--- src/rtl/core/bsed_pkg.sv ---
`default_nettype none

package bsed_pkg;

  // One input item: a raw byte or an end-of-text mark
  typedef struct packed {
    logic [7:0] char_in;
    logic       end_of_text;
  } in_item_t;

  // One result item
  typedef struct packed {
    logic [7:0] out_byte;
    logic       last_of_run;
  } out_item_t;

  // Decoder mode
  typedef enum logic [1:0] {
    MODE_PLAIN = 2'd0,
    MODE_ESC   = 2'd1,
    MODE_HEX   = 2'd2,
    MODE_OCT   = 2'd3
  } mode_t;

  // Configuration register indexes
  localparam logic REG_ESCAPE_ENABLE = 1'b0;

  // Character codes
  localparam logic [7:0] CH_BSLASH = 8'h5C;
  localparam logic [7:0] CH_0      = 8'h30;
  localparam logic [7:0] CH_7      = 8'h37;
  localparam logic [7:0] CH_9      = 8'h39;
  localparam logic [7:0] CH_LC_A   = 8'h61;
  localparam logic [7:0] CH_LC_F   = 8'h66;
  localparam logic [7:0] CH_UC_A   = 8'h41;
  localparam logic [7:0] CH_UC_F   = 8'h46;
  localparam logic [7:0] CH_N      = 8'h6E;
  localparam logic [7:0] CH_T      = 8'h74;
  localparam logic [7:0] CH_R      = 8'h72;
  localparam logic [7:0] CH_B      = 8'h62;
  localparam logic [7:0] CH_F      = 8'h66;
  localparam logic [7:0] CH_V      = 8'h76;
  localparam logic [7:0] CH_X      = 8'h78;

  // Control bytes for the simple escapes
  localparam logic [7:0] BYTE_LF  = 8'd10;
  localparam logic [7:0] BYTE_TAB = 8'd9;
  localparam logic [7:0] BYTE_CR  = 8'd13;
  localparam logic [7:0] BYTE_BEL = 8'd7;
  localparam logic [7:0] BYTE_BS  = 8'd8;
  localparam logic [7:0] BYTE_FF  = 8'd12;
  localparam logic [7:0] BYTE_VT  = 8'd11;

  // Digit limits of the numeric escapes
  localparam logic [1:0] HEX_DIGITS = 2'd2;
  localparam logic [1:0] OCT_DIGITS = 2'd3;

endpackage

`default_nettype wire

--- src/rtl/core/backslash_escape_decoder.sv ---
`default_nettype none

// Channel | Direction | Handshake          | Payload
// in_     | input     | in_valid/in_stall  | char_in, end_of_text
// out_    | output    | out_valid/out_stall| out_byte, last_of_run
// cfg_    | input     | APB, pready high   | escape_enable at address 0
//
// One item is accepted per cycle while in_stall is low; the decode of an item is done
// in the cycle it is accepted and its zero, one or two results land in a four-entry
// result queue. Results leave one per cycle while out_stall is low, so the two results
// of an item leave in turn. in_stall rises while fewer than two queue slots are free.
// Synchronous active-low reset empties the queue, clears the mode and disables decoding.

module backslash_escape_decoder (
  input  wire                   clk,
  input  wire                   rst_n,
  input  wire                   in_valid,
  output logic                  in_stall,
  input  bsed_pkg::in_item_t    in_data,
  output logic                  out_valid,
  input  wire                   out_stall,
  output bsed_pkg::out_item_t   out_data,
  input  wire                   cfg_psel,
  input  wire                   cfg_penable,
  input  wire                   cfg_pwrite,
  input  wire  [2:0]            cfg_paddr,
  input  wire  [31:0]           cfg_pwdata,
  output logic [31:0]           cfg_prdata,
  output logic                  cfg_pready
);

  localparam int unsigned QDEPTH = 4;
  localparam int unsigned QPW    = $clog2(QDEPTH);

  // Configuration register
  logic esc_en_r;
  logic cfg_wr;

  assign cfg_pready = 1'b1;
  assign cfg_wr     = cfg_psel && cfg_penable && cfg_pwrite && cfg_pready;

  always_ff @(posedge clk) begin
    if (!rst_n) begin
      esc_en_r <= 1'b0;
    end else if (cfg_wr && (cfg_paddr[2] == bsed_pkg::REG_ESCAPE_ENABLE)) begin
      esc_en_r <= cfg_pwdata[0];
    end
  end

  always_comb begin
    cfg_prdata = '0;
    if (cfg_paddr[2] == bsed_pkg::REG_ESCAPE_ENABLE) begin
      cfg_prdata = {31'd0, esc_en_r};
    end
  end

  // Decoder state
  bsed_pkg::mode_t mode_r, mode_nxt;
  logic [8:0]      acc_r, acc_nxt;
  logic [1:0]      dcnt_r, dcnt_nxt;

  // Result queue
  bsed_pkg::out_item_t q_r [QDEPTH];
  logic [QPW-1:0]      wr_r, rd_r;
  logic [QPW:0]        cnt_r, cnt_nxt;

  logic       in_acc, out_acc;
  logic [1:0] n_res;
  logic [7:0] b0, b1;
  logic [7:0] c;
  logic       eot;
  logic       hex_ok, oct_ok;
  logic [3:0] hex_d;
  logic [8:0] acc_hex, acc_oct;
  logic [1:0] dcnt_inc;

  assign c   = in_data.char_in;
  assign eot = in_data.end_of_text;

  assign in_stall  = (cnt_r > (QPW+1)'(QDEPTH - 2));
  assign out_valid = (cnt_r != '0);
  assign in_acc    = in_valid && !in_stall;
  assign out_acc   = out_valid && !out_stall;
  assign out_data  = q_r[rd_r];

  // Digit classification
  always_comb begin
    hex_ok = 1'b0;
    hex_d  = c[3:0];
    if (c inside {[bsed_pkg::CH_0 : bsed_pkg::CH_9]}) begin
      hex_ok = 1'b1;
    end else if (c inside {[bsed_pkg::CH_LC_A : bsed_pkg::CH_LC_F],
                           [bsed_pkg::CH_UC_A : bsed_pkg::CH_UC_F]}) begin
      hex_ok = 1'b1;
      hex_d  = c[3:0] + 4'd9;
    end
    oct_ok = (c inside {[bsed_pkg::CH_0 : bsed_pkg::CH_7]});
  end

  assign acc_hex  = {acc_r[4:0], hex_d};
  assign acc_oct  = {acc_r[5:0], c[2:0]};
  assign dcnt_inc = dcnt_r + 2'd1;

  // Per-item decode: next state and up to two result bytes
  always_comb begin
    n_res    = 2'd0;
    b0       = 8'd0;
    b1       = c;
    mode_nxt = mode_r;
    acc_nxt  = acc_r;
    dcnt_nxt = dcnt_r;
    if (!esc_en_r) begin
      mode_nxt = bsed_pkg::MODE_PLAIN;
      acc_nxt  = '0;
      dcnt_nxt = '0;
      if (!eot) begin
        n_res = 2'd1;
        b0    = c;
      end
    end else if (eot) begin
      case (mode_r)
        bsed_pkg::MODE_ESC: begin
          n_res    = 2'd1;
          b0       = bsed_pkg::CH_BSLASH;
          mode_nxt = bsed_pkg::MODE_PLAIN;
        end
        bsed_pkg::MODE_HEX, bsed_pkg::MODE_OCT: begin
          n_res    = 2'd1;
          b0       = acc_r[7:0];
          mode_nxt = bsed_pkg::MODE_PLAIN;
          acc_nxt  = '0;
          dcnt_nxt = '0;
        end
        default: ;
      endcase
    end else begin
      case (mode_r)
        bsed_pkg::MODE_PLAIN: begin
          if (c == bsed_pkg::CH_BSLASH) begin
            mode_nxt = bsed_pkg::MODE_ESC;
          end else begin
            n_res = 2'd1;
            b0    = c;
          end
        end
        bsed_pkg::MODE_ESC: begin
          mode_nxt = bsed_pkg::MODE_PLAIN;
          n_res    = 2'd1;
          case (c)
            bsed_pkg::CH_N:      b0 = bsed_pkg::BYTE_LF;
            bsed_pkg::CH_T:      b0 = bsed_pkg::BYTE_TAB;
            bsed_pkg::CH_R:      b0 = bsed_pkg::BYTE_CR;
            bsed_pkg::CH_LC_A:   b0 = bsed_pkg::BYTE_BEL;
            bsed_pkg::CH_B:      b0 = bsed_pkg::BYTE_BS;
            bsed_pkg::CH_F:      b0 = bsed_pkg::BYTE_FF;
            bsed_pkg::CH_V:      b0 = bsed_pkg::BYTE_VT;
            bsed_pkg::CH_X: begin
              n_res    = 2'd0;
              mode_nxt = bsed_pkg::MODE_HEX;
              acc_nxt  = '0;
              dcnt_nxt = '0;
            end
            bsed_pkg::CH_0: begin
              n_res    = 2'd0;
              mode_nxt = bsed_pkg::MODE_OCT;
              acc_nxt  = '0;
              dcnt_nxt = '0;
            end
            default:             b0 = c;
          endcase
        end
        default: begin
          // Numeric escape: take a digit, or close the escape and rehandle the byte
          if ((mode_r == bsed_pkg::MODE_HEX) ? hex_ok : oct_ok) begin
            if (dcnt_inc >= ((mode_r == bsed_pkg::MODE_HEX) ? bsed_pkg::HEX_DIGITS
                                                             : bsed_pkg::OCT_DIGITS)) begin
              n_res    = 2'd1;
              b0       = (mode_r == bsed_pkg::MODE_HEX) ? acc_hex[7:0] : acc_oct[7:0];
              mode_nxt = bsed_pkg::MODE_PLAIN;
              acc_nxt  = '0;
              dcnt_nxt = '0;
            end else begin
              acc_nxt  = (mode_r == bsed_pkg::MODE_HEX) ? acc_hex : acc_oct;
              dcnt_nxt = dcnt_inc;
            end
          end else begin
            b0       = acc_r[7:0];
            acc_nxt  = '0;
            dcnt_nxt = '0;
            if (c == bsed_pkg::CH_BSLASH) begin
              n_res    = 2'd1;
              mode_nxt = bsed_pkg::MODE_ESC;
            end else begin
              n_res    = 2'd2;
              mode_nxt = bsed_pkg::MODE_PLAIN;
            end
          end
        end
      endcase
    end
  end

  // Decoder state registers
  always_ff @(posedge clk) begin
    if (!rst_n) begin
      mode_r <= bsed_pkg::MODE_PLAIN;
      acc_r  <= '0;
      dcnt_r <= '0;
    end else if (in_acc) begin
      mode_r <= mode_nxt;
      acc_r  <= acc_nxt;
      dcnt_r <= dcnt_nxt;
    end
  end

  // Queue occupancy
  always_comb begin
    cnt_nxt = cnt_r;
    if (in_acc) begin
      cnt_nxt = cnt_nxt + {{(QPW-1){1'b0}}, n_res};
    end
    if (out_acc) begin
      cnt_nxt = cnt_nxt - (QPW+1)'(1);
    end
  end

  always_ff @(posedge clk) begin
    if (!rst_n) begin
      wr_r  <= '0;
      rd_r  <= '0;
      cnt_r <= '0;
    end else begin
      cnt_r <= cnt_nxt;
      if (in_acc) begin
        wr_r <= wr_r + QPW'(n_res);
      end
      if (out_acc) begin
        rd_r <= rd_r + QPW'(1);
      end
    end
  end

  // Queue payload: first result at the write pointer, second just after it
  always_ff @(posedge clk) begin
    if (in_acc && (n_res != 2'd0)) begin
      q_r[wr_r].out_byte    <= b0;
      q_r[wr_r].last_of_run <= (n_res == 2'd1);
    end
    if (in_acc && (n_res == 2'd2)) begin
      q_r[wr_r + QPW'(1)].out_byte    <= b1;
      q_r[wr_r + QPW'(1)].last_of_run <= 1'b1;
    end
  end

  // Checks
  a_cnt_bound: assert property (@(posedge clk) disable iff (!rst_n)
    cnt_r <= (QPW+1)'(QDEPTH))
    else $error("result queue overflow");

  a_pair_follows: assert property (@(posedge clk) disable iff (!rst_n)
    (out_acc && !out_data.last_of_run) |=> out_valid)
    else $error("non-final result without its partner queued");

  a_disabled_plain: assert property (@(posedge clk) disable iff (!rst_n)
    (in_acc && !esc_en_r) |=> (mode_r == bsed_pkg::MODE_PLAIN))
    else $error("pending escape kept with decoding off");

  a_idle_acc_clear: assert property (@(posedge clk) disable iff (!rst_n)
    ((mode_r == bsed_pkg::MODE_PLAIN) || (mode_r == bsed_pkg::MODE_ESC))
      |-> ((acc_r == '0) && (dcnt_r == '0)))
    else $error("accumulator not cleared outside numeric escape");

  a_digit_limit: assert property (@(posedge clk) disable iff (!rst_n)
    ((mode_r == bsed_pkg::MODE_HEX) |-> (dcnt_r < bsed_pkg::HEX_DIGITS)) and
    ((mode_r == bsed_pkg::MODE_OCT) |-> (dcnt_r < bsed_pkg::OCT_DIGITS)))
    else $error("digit count past escape limit");

endmodule

`default_nettype wire
--- config.mk ---
export PLATFORM = sky130hd
export DESIGN_NAME = backslash_escape_decoder
export DESIGN_NICKNAME = d
export VERILOG_FILES = /design/src/rtl/core/bsed_pkg.sv /design/src/rtl/core/backslash_escape_decoder.sv
export SDC_FILE = /design/constraint.sdc
export NUM_CORES = 1
export LEC_CHECK = 0
export BUFFER_PORTS_ARGS = -buffer_cell sky130_fd_sc_hd__buf_4
export CAP_MARGIN = 20
export CORE_ASPECT_RATIO = 0.75
export CORE_MARGIN = 2
export CORE_UTILIZATION = 40
export CTS_CLUSTER_DIAMETER = 60
export CTS_CLUSTER_SIZE = 20
export DETAILED_ROUTE_END_ITERATION = 16
export PLACE_DENSITY = 0.68
export SLEW_MARGIN = 20
export SYNTH_ARGS = -nofsm -noshare
export SYNTH_HDL_FRONTEND = slang
export SYNTH_SLANG_ARGS = --single-unit
--- constraint.sdc ---
create_clock -name clk -period 9.25 [get_ports clk]
set_clock_uncertainty 0.2 [all_clocks]
set_input_delay 1.85 -clock clk [delete_from_list [all_inputs] [get_ports clk]]
set_output_delay 1.85 -clock clk [all_outputs]
set_load 0.01 [all_outputs]
==> impl_summary.log, run 1 <==
INFO  metric postRouteWirelength = 11.3 mm
INFO  metric die_height = 93.2 µm
INFO  metric avgRoutedWirePerCell = 18.5 µm
INFO  metric count_of_vias_placed_by_the_detailed_router = 3663
INFO  metric worstHoldStart = q_r[1][0]$_SDFFE_PP1P_
INFO  metric critPathSlowestCell = o21bai_1
INFO  metric grt_usage = 0.205
INFO  metric dp.cells = 595
INFO  metric tritoncts_num_sinks = 58
INFO  metric cts_tree = yes
INFO  metric core_area = 0.0103 mm²
INFO  metric die_width = 123 µm
INFO  metric critical-path-top-cell-by-count = ha_1
INFO  metric final-hold-violation-count = 0
INFO  metric post-route-worst-setup-slack = 3870 ps
INFO  metric grt_remaining_overflow = 0
INFO  metric tritoncts.num_buffers = 9
INFO  metric maxUsedRoutingLayer = met4
INFO  metric detail_route.wirelength.met1 = 5.09 mm
INFO  metric cts_buffer_depth = 2
INFO  metric synthArstFlopShare = 0
INFO  metric ys.warnings.count = 0
INFO  metric preCtsSetupSlack = 3570 ps
INFO  metric grt_max_degree = 23
INFO  metric critPathArrivalTime = 5430 ps
INFO  metric antenna_cells_inserted = 0
INFO  metric hold_slack = 269 ps
INFO  metric gpl.final_weighted_congestion = 0.976
INFO  metric status = finished clean
INFO  metric maxSlewViolCount = 0
INFO  metric clk_pin_slew_worst_paths = 50 ps
INFO  metric final_design_area_no_fill = 0.00467 mm²
INFO  metric final_cell_count_no_fill = 611
INFO  metric placement.io_buffers = 29
INFO  metric synth-edff-count = 32
INFO  metric top_reg_cell_synth = edfxtp_1
INFO  metric leak_pwr = 1.70 nW
INFO  metric synth_cells = 459
INFO  metric final_nets = 531
INFO  metric cp_cell_sequence = buf_4 -> inv_1 -> ha_1 -> or3b_1 -> nand4_2 -> o21ai_4 -> o21bai_1 -> a21oi_1 -> ha_1 -> inv_1 -> fa_1 -> nor2_1 -> a21oi_1 -> ha_1 -> mux2_2 -> nor2_1
INFO  metric detail_route.drc_violations = 0
INFO  metric worstReg2RegStart = mode_r[1]$_SDFFE_PN0P_
INFO  metric synth.ff_latch_count = 58
INFO  metric num_io_pins = 95
INFO  metric post_cts_resize_count = 0
INFO  metric placement.cell_area = 0.00438 mm²
INFO  metric synthesized_cell_area = 0.00424 mm²
INFO  metric synth.yosys.seq_area_share = 0.349
INFO  metric initial_drt_markers = 348
INFO  metric setup_tns = 0 ps
INFO  metric timing.critical_path.slowest_cell_delay = 470 ps
INFO  metric post_cts.repair.setup_buffers = 0
INFO  metric initial_utilization = 0.412
INFO  metric endpoint_kind = register
INFO  metric timing.final.setup_violations = 0
INFO  metric rsz0062_at_grt = no
INFO  metric clk_root_buffer_cell = clkbuf_16
INFO  metric vias_per_cell = 6.00
INFO  metric hpwlAfterDp = 8.31 mm
INFO  metric antenna_violating_nets_post_route = 0
INFO  metric slew-limit-headroom = 0.460
INFO  metric drt_pre_antenna_iters = 5
INFO  metric fin_crit_sh = 0.582
INFO  metric worstSetupStartpoint = in_data[1]
INFO  metric min-delay-path-class = register to register
INFO  metric met3RoutedLength = 1.03 mm
INFO  metric irDropWorstVdd = 80.3 µV
INFO  metric grt_pass1_wl = 17.9 mm
INFO  metric fin_util = 0.454
INFO  metric site_row_count = 32
INFO  metric synth_cell_types = 75
INFO  metric max_clock_freq = 186 MHz
INFO  metric worst-path-max-fanout = 10
INFO  metric finalCriticalPeriod = 5380 ps
INFO  metric worstSetupStartpointType = input pin
INFO  metric p_per_cell_area = 193 mW/mm²
INFO  metric holdBufCountCts = 0
INFO  metric dieArea = 0.0115 mm²
INFO  metric worst-endpoint-required = 9300 ps
INFO  metric syn_area_per_cell = 9.25 µm²
INFO  metric final_layout_size_suffix_gt1_frac = 0.152
INFO  metric post-layout-total-power = 0.903 mW
INFO  metric antenna_found_initial = 0
INFO  metric worstSkewPairLatency = 330 ps
INFO  metric timing.max_cap.violations = 0
INFO  metric cts_htree_levels = 3
INFO  metric area_growth = 10.0%
INFO  metric number_of_global_route_vias_before_repair = 3359
INFO  metric worstMarginPinSlew = 805 ps
INFO  metric crit_type = input pin to register
INFO  metric dr_wl_met2 = 5.10 mm
==> layer usage <==
layer,track usage,up-vias
met5,0,-
met4,0.0575,0
met3,0.0530,15
met2,0.305,198
met1,0.293,1759
li1,-,1691
==> worst max-delay path: cells and delay by family <==
kind | cells | cell delay (ps)
simple gates | 4 | 720
mux | 1 | 260
buf+inv | 3 | 440
fa+ha+maj | 4 | 1300
compound gates | 4 | 860
==> cells in the mapped netlist (4+ instances only) <==
| master | count | area share |
|---|---|---|
| nor2_1 | 41 | 0.036 |
| buf_4 | 35 | 0.062 |
| edfxtp_1 | 32 | 0.23 |
| nand2_1 | 30 | 0.027 |
| dfxtp_1 | 26 | 0.12 |
| a21oi_1 | 22 | 0.026 |
| clkbuf_1 | 19 | 0.017 |
| inv_1 | 16 | 0.014 |
| nand3_1 | 16 | 0.019 |
| o21ai_0 | 14 | 0.017 |
| o22ai_1 | 13 | 0.019 |
| a22o_1 | 12 | 0.025 |
| a31oi_1 | 12 | 0.018 |
| nand2b_1 | 11 | 0.016 |
| ha_1 | 9 | 0.027 |
| mux4_2 | 9 | 0.048 |
| a2bb2oi_1 | 8 | 0.017 |
| o2bb2ai_1 | 8 | 0.017 |
| a21o_1 | 6 | 0.011 |
| mux2i_1 | 6 | 0.014 |
| nor3_1 | 6 | 0.0071 |
| a211o_1 | 5 | 0.010 |
| or3_1 | 5 | 0.0074 |
| a32o_1 | 4 | 0.0094 |
| and2_1 | 4 | 0.0059 |
| buf_2 | 4 | 0.0047 |
| nor2_4 | 4 | 0.011 |
| o2111ai_1 | 4 | 0.0083 |
| o211ai_1 | 4 | 0.0071 |
| o21ai_1 | 4 | 0.0047 |
==> final timing paths <==
kind / endpoint / slack [ps] / cells after the start
min: q_r[1][0]$_SDFFE_PP1P_ / 270 / 2
max reg2reg: cnt_r[1]$_SDFF_PN0_ / 4640 / 17
min reg2reg: q_r[1][0]$_SDFFE_PP1P_ / 270 / 2
max: cnt_r[1]$_SDFF_PN0_ / 3870 / 16
==> state kept, by name (all words and copies together) (netlist names), named ones only <==
signal    count
acc_r         8
esc_en_r      1
rd_r          2
wr_r          2
cnt_r         3
q_r          36
mode_r        2
dcnt_r        2
==> where the power goes <==
group	switching (mW)	internal (mW)	total, mW	leakage [nW]
logic	0.141	0.115	0.256	1.08
clock network	0.110	0.206	0.316	0.144
registers	0.0327	0.298	0.331	0.477
==> final cells by class <==
class                      count  area, µm²
tap                          136        170
inverter                      19       73.8
timing repair buffer          32        240
clock buffer                  10        229
fill                         967       5620
multi-input combinational    350       2420
sequential                    58       1480
clock inverter                 6       57.6
==> placed cells by master, fill, tap and decap left out, types with 14 or more instances in the layout <==
| master | synthesis | layout |
|---|---|---|
| nand2_1 | 30 | 30 |
| edfxtp_1 | 32 | 32 |
| nor2_1 | 41 | 41 |
| buf_4 | 35 | 32 |
| o21ai_0 | 14 | 14 |
| nand3_1 | 16 | 16 |
| inv_1 | 16 | 16 |
| conb_1 | 2 | 32 |
| dfxtp_1 | 26 | 26 |
| a21oi_1 | 22 | 22 |
==> logic make-up after synthesis <==
| logic type | share of synthesized area |
|---|---|
| AOI/OAI and AO/OA | 0.248 |
| DFF | 0.349 |
| and+or+nand+nor | 0.187 |
| other | 0.00177 |
| adders and majority gates | 0.0313 |
| muxes | 0.0646 |
| buffers and inverters | 0.108 |
| xor gates and xnor gates | 0.0103 |
Note: power is estimated with default switching activity, not from simulation.
==> inputs of run 2 (changes only) <==
--- a/config.mk
+++ b/config.mk
@@ -13,7 +13,7 @@
 export CTS_CLUSTER_DIAMETER = 60
 export CTS_CLUSTER_SIZE = 20
 export DETAILED_ROUTE_END_ITERATION = 16
-export PLACE_DENSITY = 0.68
+export PLACE_DENSITY = 0.7
 export SLEW_MARGIN = 20
 export SYNTH_ARGS = -nofsm -noshare
 export SYNTH_HDL_FRONTEND = slang
==> constraint.sdc (replaced) <==
create_clock -name clk -period 4.5 [get_ports clk]
set_clock_uncertainty 0.2 [all_clocks]
set_input_delay 0.9 -clock clk [delete_from_list [all_inputs] [get_ports clk]]
set_output_delay 0.9 -clock clk [all_outputs]
set_load 0.01 [all_outputs]
==> impl_summary.log, run 2 (same netlist as run 1, synthesis figures left out) <==
INFO  metric total_switching_power = 0.609 mW
INFO  metric status = finished clean
INFO  metric avgRoutedWirePerCell = 18.8 µm
INFO  metric worst-endpoint-required = 4550 ps
INFO  metric detail_route.drc_violations = 0
INFO  metric power.clock.fraction = 0.349
INFO  metric power.sequential.fraction = 0.353
INFO  metric mostFrequentLayoutCells = buf_4, nor2_1, conb_1, edfxtp_1, nand2_1
INFO  metric site_row_count = 32
INFO  metric post_cts.repair.setup_buffers = 0
INFO  metric clk_root_buffer_cell = clkbuf_16
INFO  metric timing.final.setup_violations = 0
INFO  metric timing.max_cap.violations = 0
INFO  metric placement.cell_area = 0.00449 mm²
INFO  metric slew-limit-headroom = 0.520
INFO  metric largest-register = q_r
INFO  metric final_design_area_no_fill = 0.00478 mm²
INFO  metric post-route-worst-setup-slack = 446 ps
INFO  metric p_sw_frac = 0.320
INFO  metric cts_buffer_depth = 2
INFO  metric die_height = 93.2 µm
INFO  metric setup_tns = 0 ps
INFO  metric hpwlAfterDp = 8.48 mm
INFO  metric antenna_cells_inserted = 0
INFO  metric number_of_global_route_vias_before_repair = 3540
INFO  metric fin_crit_sh = 0.901
INFO  metric finalCriticalPeriod = 4050 ps
INFO  metric grt_pass1_wl = 19.0 mm
INFO  metric drt_pre_antenna_iters = 5
INFO  metric reg.largest.list = q_r: 36 flops, acc_r: 8 flops, cnt_r: 3 flops
INFO  metric vias_per_cell = 5.99
INFO  metric antenna_found_initial = 0
INFO  metric cts_htree_levels = 3
INFO  metric endpoint_kind = register
INFO  metric area_growth = 12.7%
INFO  metric timing.critical_path.slowest_cell_delay = 510 ps
INFO  metric postRouteWirelength = 11.8 mm
INFO  metric grt_remaining_overflow = 0
INFO  metric tritoncts_num_sinks = 58
INFO  metric core_area = 0.0103 mm²
INFO  metric irDropWorstVdd = 175 µV
INFO  metric power.share.combinational = 0.298
INFO  metric worstSetupStartpointType = input pin
INFO  metric max_clock_freq = 247 MHz
INFO  metric placement.io_buffers = 29
INFO  metric crit_type = input pin to register
INFO  metric preCtsSetupSlack = 172 ps
INFO  metric worst-path-max-fanout = 9
INFO  metric antenna_violating_nets_post_route = 0
INFO  metric holdBufCountCts = 0
INFO  metric min-delay-path-class = register to register
INFO  metric dieArea = 0.0115 mm²
INFO  metric grt_max_degree = 23
INFO  metric layout.cells.most_common = buf_4
INFO  metric final_layout_size_suffix_gt1_frac = 0.178
INFO  metric rsz0062_at_grt = no
INFO  metric final-hold-violation-count = 0
INFO  metric critical_path_buf_inv_count = 4
INFO  metric num_io_pins = 95
INFO  metric post_cts_resize_count = 0
INFO  metric die_width = 123 µm
INFO  metric tritoncts.num_buffers = 9
INFO  metric critPathSlowestCell = fa_1
INFO  metric worstMarginPinSlew = 719 ps
INFO  metric internal_power = 1.29 mW
INFO  metric gpl.final_weighted_congestion = 0.948
INFO  metric maxSlewViolCount = 0
INFO  metric critPathArrivalTime = 4110 ps
INFO  metric largest_reg_flops = 36
INFO  metric initial_drt_markers = 420
INFO  metric leak_pwr = 1.76 nW
INFO  metric critical_path.top_delay_family = adder cells
INFO  metric post-layout-total-power = 1.90 mW
INFO  metric initial_utilization = 0.412
INFO  metric cts_tree = yes
INFO  metric worstSkewPairLatency = 330 ps
INFO  metric p_per_cell_area = 398 mW/mm²
INFO  metric final_nets = 545
INFO  metric count_of_vias_placed_by_the_detailed_router = 3742
INFO  metric cp_cell_sequence = buf_4 -> inv_1 -> ha_1 -> or3b_1 -> nand4_2 -> o21ai_4 -> buf_4 -> o21a_1 -> nor2_4 -> inv_4 -> fa_1 -> nor2_1 -> a21oi_1 -> ha_1 -> mux2_2 -> nor2_1
INFO  metric clk_pin_slew_worst_paths = 50 ps
INFO  metric grt_usage = 0.220
run 2: changes by cell type in the layout (fill, tap and decap cells not counted):
cell	change
clkinvlp_4	+3
clkinv_2	-2
clkbuf_1	-1
buf_4	+14
run 2: stage by stage:
stage	util	hold slack [ps]	cells
final	0.465	276	625
after global routing	0.465	317	625
after CTS	0.465	269	625
after detailed placement	0.436	261	609
after global placement	0.436	254	609
after floorplan	-	236	489
run 2: final timing paths:
kind                                             start                      to  slack, ps  depth (start not counted)
worst max-delay path                        in_data[2]     cnt_r[1]$_SDFF_PN0_        450                         16
worst min-delay path            q_r[1][0]$_SDFFE_PP1P_  q_r[1][0]$_SDFFE_PP1P_        280                          2
worst max register to register  mode_r[1]$_SDFFE_PN0P_     cnt_r[1]$_SDFF_PN0_        670                         17
worst min register to register  q_r[1][0]$_SDFFE_PP1P_  q_r[1][0]$_SDFFE_PP1P_        280                          2
run 2: power groups by stage:
| stage | sequential, mW | combinational, mW | clock, mW |
|---|---|---|---|
| floorplan | 0.639 | 0.436 | 0 |
| global placement | 0.679 | 0.547 | 0 |
| detailed placement | 0.684 | 0.560 | 0 |
| CTS | 0.674 | 0.562 | 0.680 |
| global route | 0.682 | 0.622 | 0.695 |
| finish | 0.672 | 0.567 | 0.664 |
run 2: cell type report:
| type | count | area [µm²] |
|---|---|---|
| Fill cell | 977 | 5510 |
| Clock buffer | 9 | 225 |
| Clock inverter | 7 | 70.1 |
| Tap cell | 136 | 170 |
| Timing Repair Buffer | 46 | 345 |
| Inverter | 19 | 73.8 |
| Sequential cell | 58 | 1480 |
| Multi-Input combinational cell | 350 | 2420 |
run 2: tightest hold or removal path, stage by stage, from the launching register on:
cell     delay [ps]
dfxtp_1         310
inv_1            60
a31oi_1          60
run 2: routing by layer:
| metal | global-route usage | up-vias | part of all wire |
|---|---|---|---|
| met1 | 0.304 | 1820 | 0.44 |
| met3 | 0.0646 | 9 | 0.095 |
| met5 | 0 | - | 0 |
| met2 | 0.333 | 196 | 0.46 |
| li1 | - | 1717 | - |
| met4 | 0.0613 | 0 | 0.0078 |
==> inputs of run 3 (changes only) <==
--- a/config.mk
+++ b/config.mk
@@ -13,6 +13,7 @@
 export CTS_CLUSTER_DIAMETER = 60
 export CTS_CLUSTER_SIZE = 20
 export DETAILED_ROUTE_END_ITERATION = 16
+export GPL_TIMING_DRIVEN = 0
 export PLACE_DENSITY = 0.7
 export SLEW_MARGIN = 20
 export SYNTH_ARGS = -nofsm -noshare
==> impl_summary.log, run 3 (same netlist as run 1, synthesis figures left out) <==
INFO  metric worstSkewPairLatency = 330 ps
INFO  metric final-hold-violation-count = 0
INFO  metric mostFrequentLayoutCells = buf_4, nor2_1, conb_1, edfxtp_1, nand2_1
INFO  metric initial_utilization = 0.412
INFO  metric max_clock_freq = 231 MHz
INFO  metric timing.critical_path.slowest_cell_delay = 470 ps
INFO  metric tritoncts_num_sinks = 58
INFO  metric site_row_count = 32
INFO  metric leak_pwr = 1.93 nW
INFO  metric critPathSlowestCell = fa_1
INFO  metric die_height = 93.2 µm
INFO  metric cts_tree = yes
INFO  metric largest_reg_flops = 36
INFO  metric reg2reg_to = cnt_r[1]$_SDFF_PN0_
INFO  metric timing.critical_path.to = cnt_r[1]$_SDFF_PN0_
INFO  metric r2r_slack = 400 ps
INFO  metric detail_route.drc_violations = 0
INFO  metric grt_max_degree = 12
INFO  metric antenna_cells_inserted = 0
INFO  metric worstHoldStart = q_r[1][0]$_SDFFE_PP1P_
INFO  metric final_nets = 589
INFO  metric timing.max_cap.violations = 0
INFO  metric worstSetupStartpoint = in_data[1]
INFO  metric number_of_global_route_vias_before_repair = 3609
INFO  metric vias_per_cell = 5.83
INFO  metric avgRoutedWirePerCell = 18.2 µm
INFO  metric largest-register = q_r
INFO  metric dp.cells = 652
INFO  metric timing.final.setup_violations = 0
INFO  metric n_fill_cell = 942
INFO  metric core_area = 0.0103 mm²
INFO  metric holdBufCountCts = 0
INFO  metric worstSetupStartpointType = input pin
INFO  metric irDropWorstVdd = 163 µV
INFO  metric postRouteWirelength = 12.2 mm
INFO  metric reg.largest.list = q_r: 36 flops, acc_r: 8 flops, cnt_r: 3 flops
INFO  metric initial_drt_markers = 334
INFO  metric count_of_vias_placed_by_the_detailed_router = 3900
INFO  metric finalCriticalPeriod = 4320 ps
INFO  metric worst-endpoint-required = 4560 ps
INFO  metric grt_remaining_overflow = 0
INFO  metric grt_usage = 0.218
INFO  metric drt_pre_antenna_iters = 4
INFO  metric fin_crit_sh = 0.960
INFO  metric endpoint_kind = register
INFO  metric layout.cells.most_common = buf_4
INFO  metric hold_slack = 282 ps
INFO  metric antenna_violating_nets_post_route = 0
INFO  metric hpwlAfterDp = 9.22 mm
INFO  metric critPathArrivalTime = 4380 ps
INFO  metric gpl.final_weighted_congestion = 0.990
INFO  metric post-layout-total-power = 1.99 mW
INFO  metric final_cell_count_no_fill = 669
INFO  metric worstReg2RegStart = mode_r[0]$_SDFFE_PN0P_
INFO  metric min-delay-path-class = register to register
INFO  metric maxSlewViolCount = 0
INFO  metric grt_pass1_wl = 19.0 mm
INFO  metric tritoncts.num_buffers = 9
INFO  metric area_growth = 19.5%
INFO  metric antenna_found_initial = 0
INFO  metric placement.io_buffers = 27
INFO  metric final_layout_size_suffix_gt1_frac = 0.218
INFO  metric slew-limit-headroom = 0.371
INFO  metric cts_buffer_depth = 2
INFO  metric worstMarginPinSlew = 937 ps
INFO  metric num_io_pins = 95
INFO  metric status = finished clean
INFO  metric rsz0062_at_grt = no
INFO  metric clk_pin_slew_worst_paths = 50 ps
INFO  metric die_width = 123 µm
INFO  metric cts_htree_levels = 3
INFO  metric rr_worst_depth = 16
INFO  metric crit_type = input pin to register
INFO  metric dieArea = 0.0115 mm²
INFO  metric clk_root_buffer_cell = clkbuf_16
INFO  metric cp_cell_sequence = buf_4 -> buf_2 -> inv_1 -> ha_2 -> nor4b_1 -> a211o_1 -> o21ai_4 -> o21bai_2 -> a21oi_2 -> ha_1 -> inv_1 -> fa_1 -> nor2_1 -> a21oi_1 -> ha_1 -> mux2_2 -> nor2_1
INFO  metric worst-path-max-fanout = 8
INFO  metric p_per_cell_area = 391 mW/mm²
run 3: changes by cell type in the layout (fill, tap and decap cells not counted), sizes merged:
cell      previous run  this run
clkinvlp             3         2
inv                 18        19
bufinv               1         2
clkinv               4         3
clkbuf               9        27
buf                 46        72
run 3: repair_timing:
action,4_1_cts,5_1_grt
pin swaps,0,1
buffers inserted,0,1
resized for setup,4,5
endpoints found under the setup margin,2,2
run 3: cell type report:
class,instances,area (µm²),area share
multi-input combinational,350,2430,0.479
sequential,58,1480,0.292
buffer,62,389,0.0767
clock buffer,9,225,0.0444
timing repair buffer,28,210,0.0414
tap,136,170,0.0335
clock inverter,7,92.6,0.0183
inverter,19,73.8,0.0146
run 3: how the worst min path moves through the flow:
stage / depth (start not counted) / to
2_1_floorplan: 2 / q_r[0][0]$_SDFFE_PP1P_
3_3_place_gp: 2 / q_r[1][0]$_SDFFE_PP1P_
3_5_place_dp: 1 / q_r[3][0]$_SDFFE_PP1P_
4_1_cts: 2 / q_r[1][0]$_SDFFE_PP1P_
5_1_grt: 2 / q_r[1][0]$_SDFFE_PP1P_
6_report: 2 / q_r[1][0]$_SDFFE_PP1P_
run 3: report_power, final:
part / total [mW] / internal, mW / switching [mW]
Sequential: 0.635 / 0.612 / 0.0230
Combinational: 0.624 / 0.274 / 0.351
Clock: 0.726 / 0.483 / 0.244
Total: 1.99 / 1.37 / 0.617
run 3: worst max-delay path, delay by kind of cell:
kind	cells	cell delay (ps)
fa+ha+maj	4	1170
simple gates	3	290
mux	1	270
buf+inv	4	560
compound gates	5	1180
run 3: per-stage QoR:
| step | utilization | instance area, µm² | setup TNS, ps | worst slack (ps) |
|---|---|---|---|---|
| after floorplan | - | 4360 | 0 | 251 |
| after global placement | 0.460 | 4730 | -7730 | -602 |
| after detailed placement | 0.460 | 4730 | -3340 | -734 |
| after CTS | 0.491 | 5060 | 0 | 10.4 |
| after global routing | 0.493 | 5070 | 0 | 6.93 |
| final | 0.493 | 5070 | 0 | 180 |
run 3: per-layer routing:
layer | track usage | routed length, µm | vias up
met5 | 0 | 0 | -
met4 | 0.0623 | 148 | 0
met3 | 0.0488 | 1070 | 19
met2 | 0.341 | 5550 | 212
met1 | 0.301 | 5430 | 1856
li1 | - | - | 1813
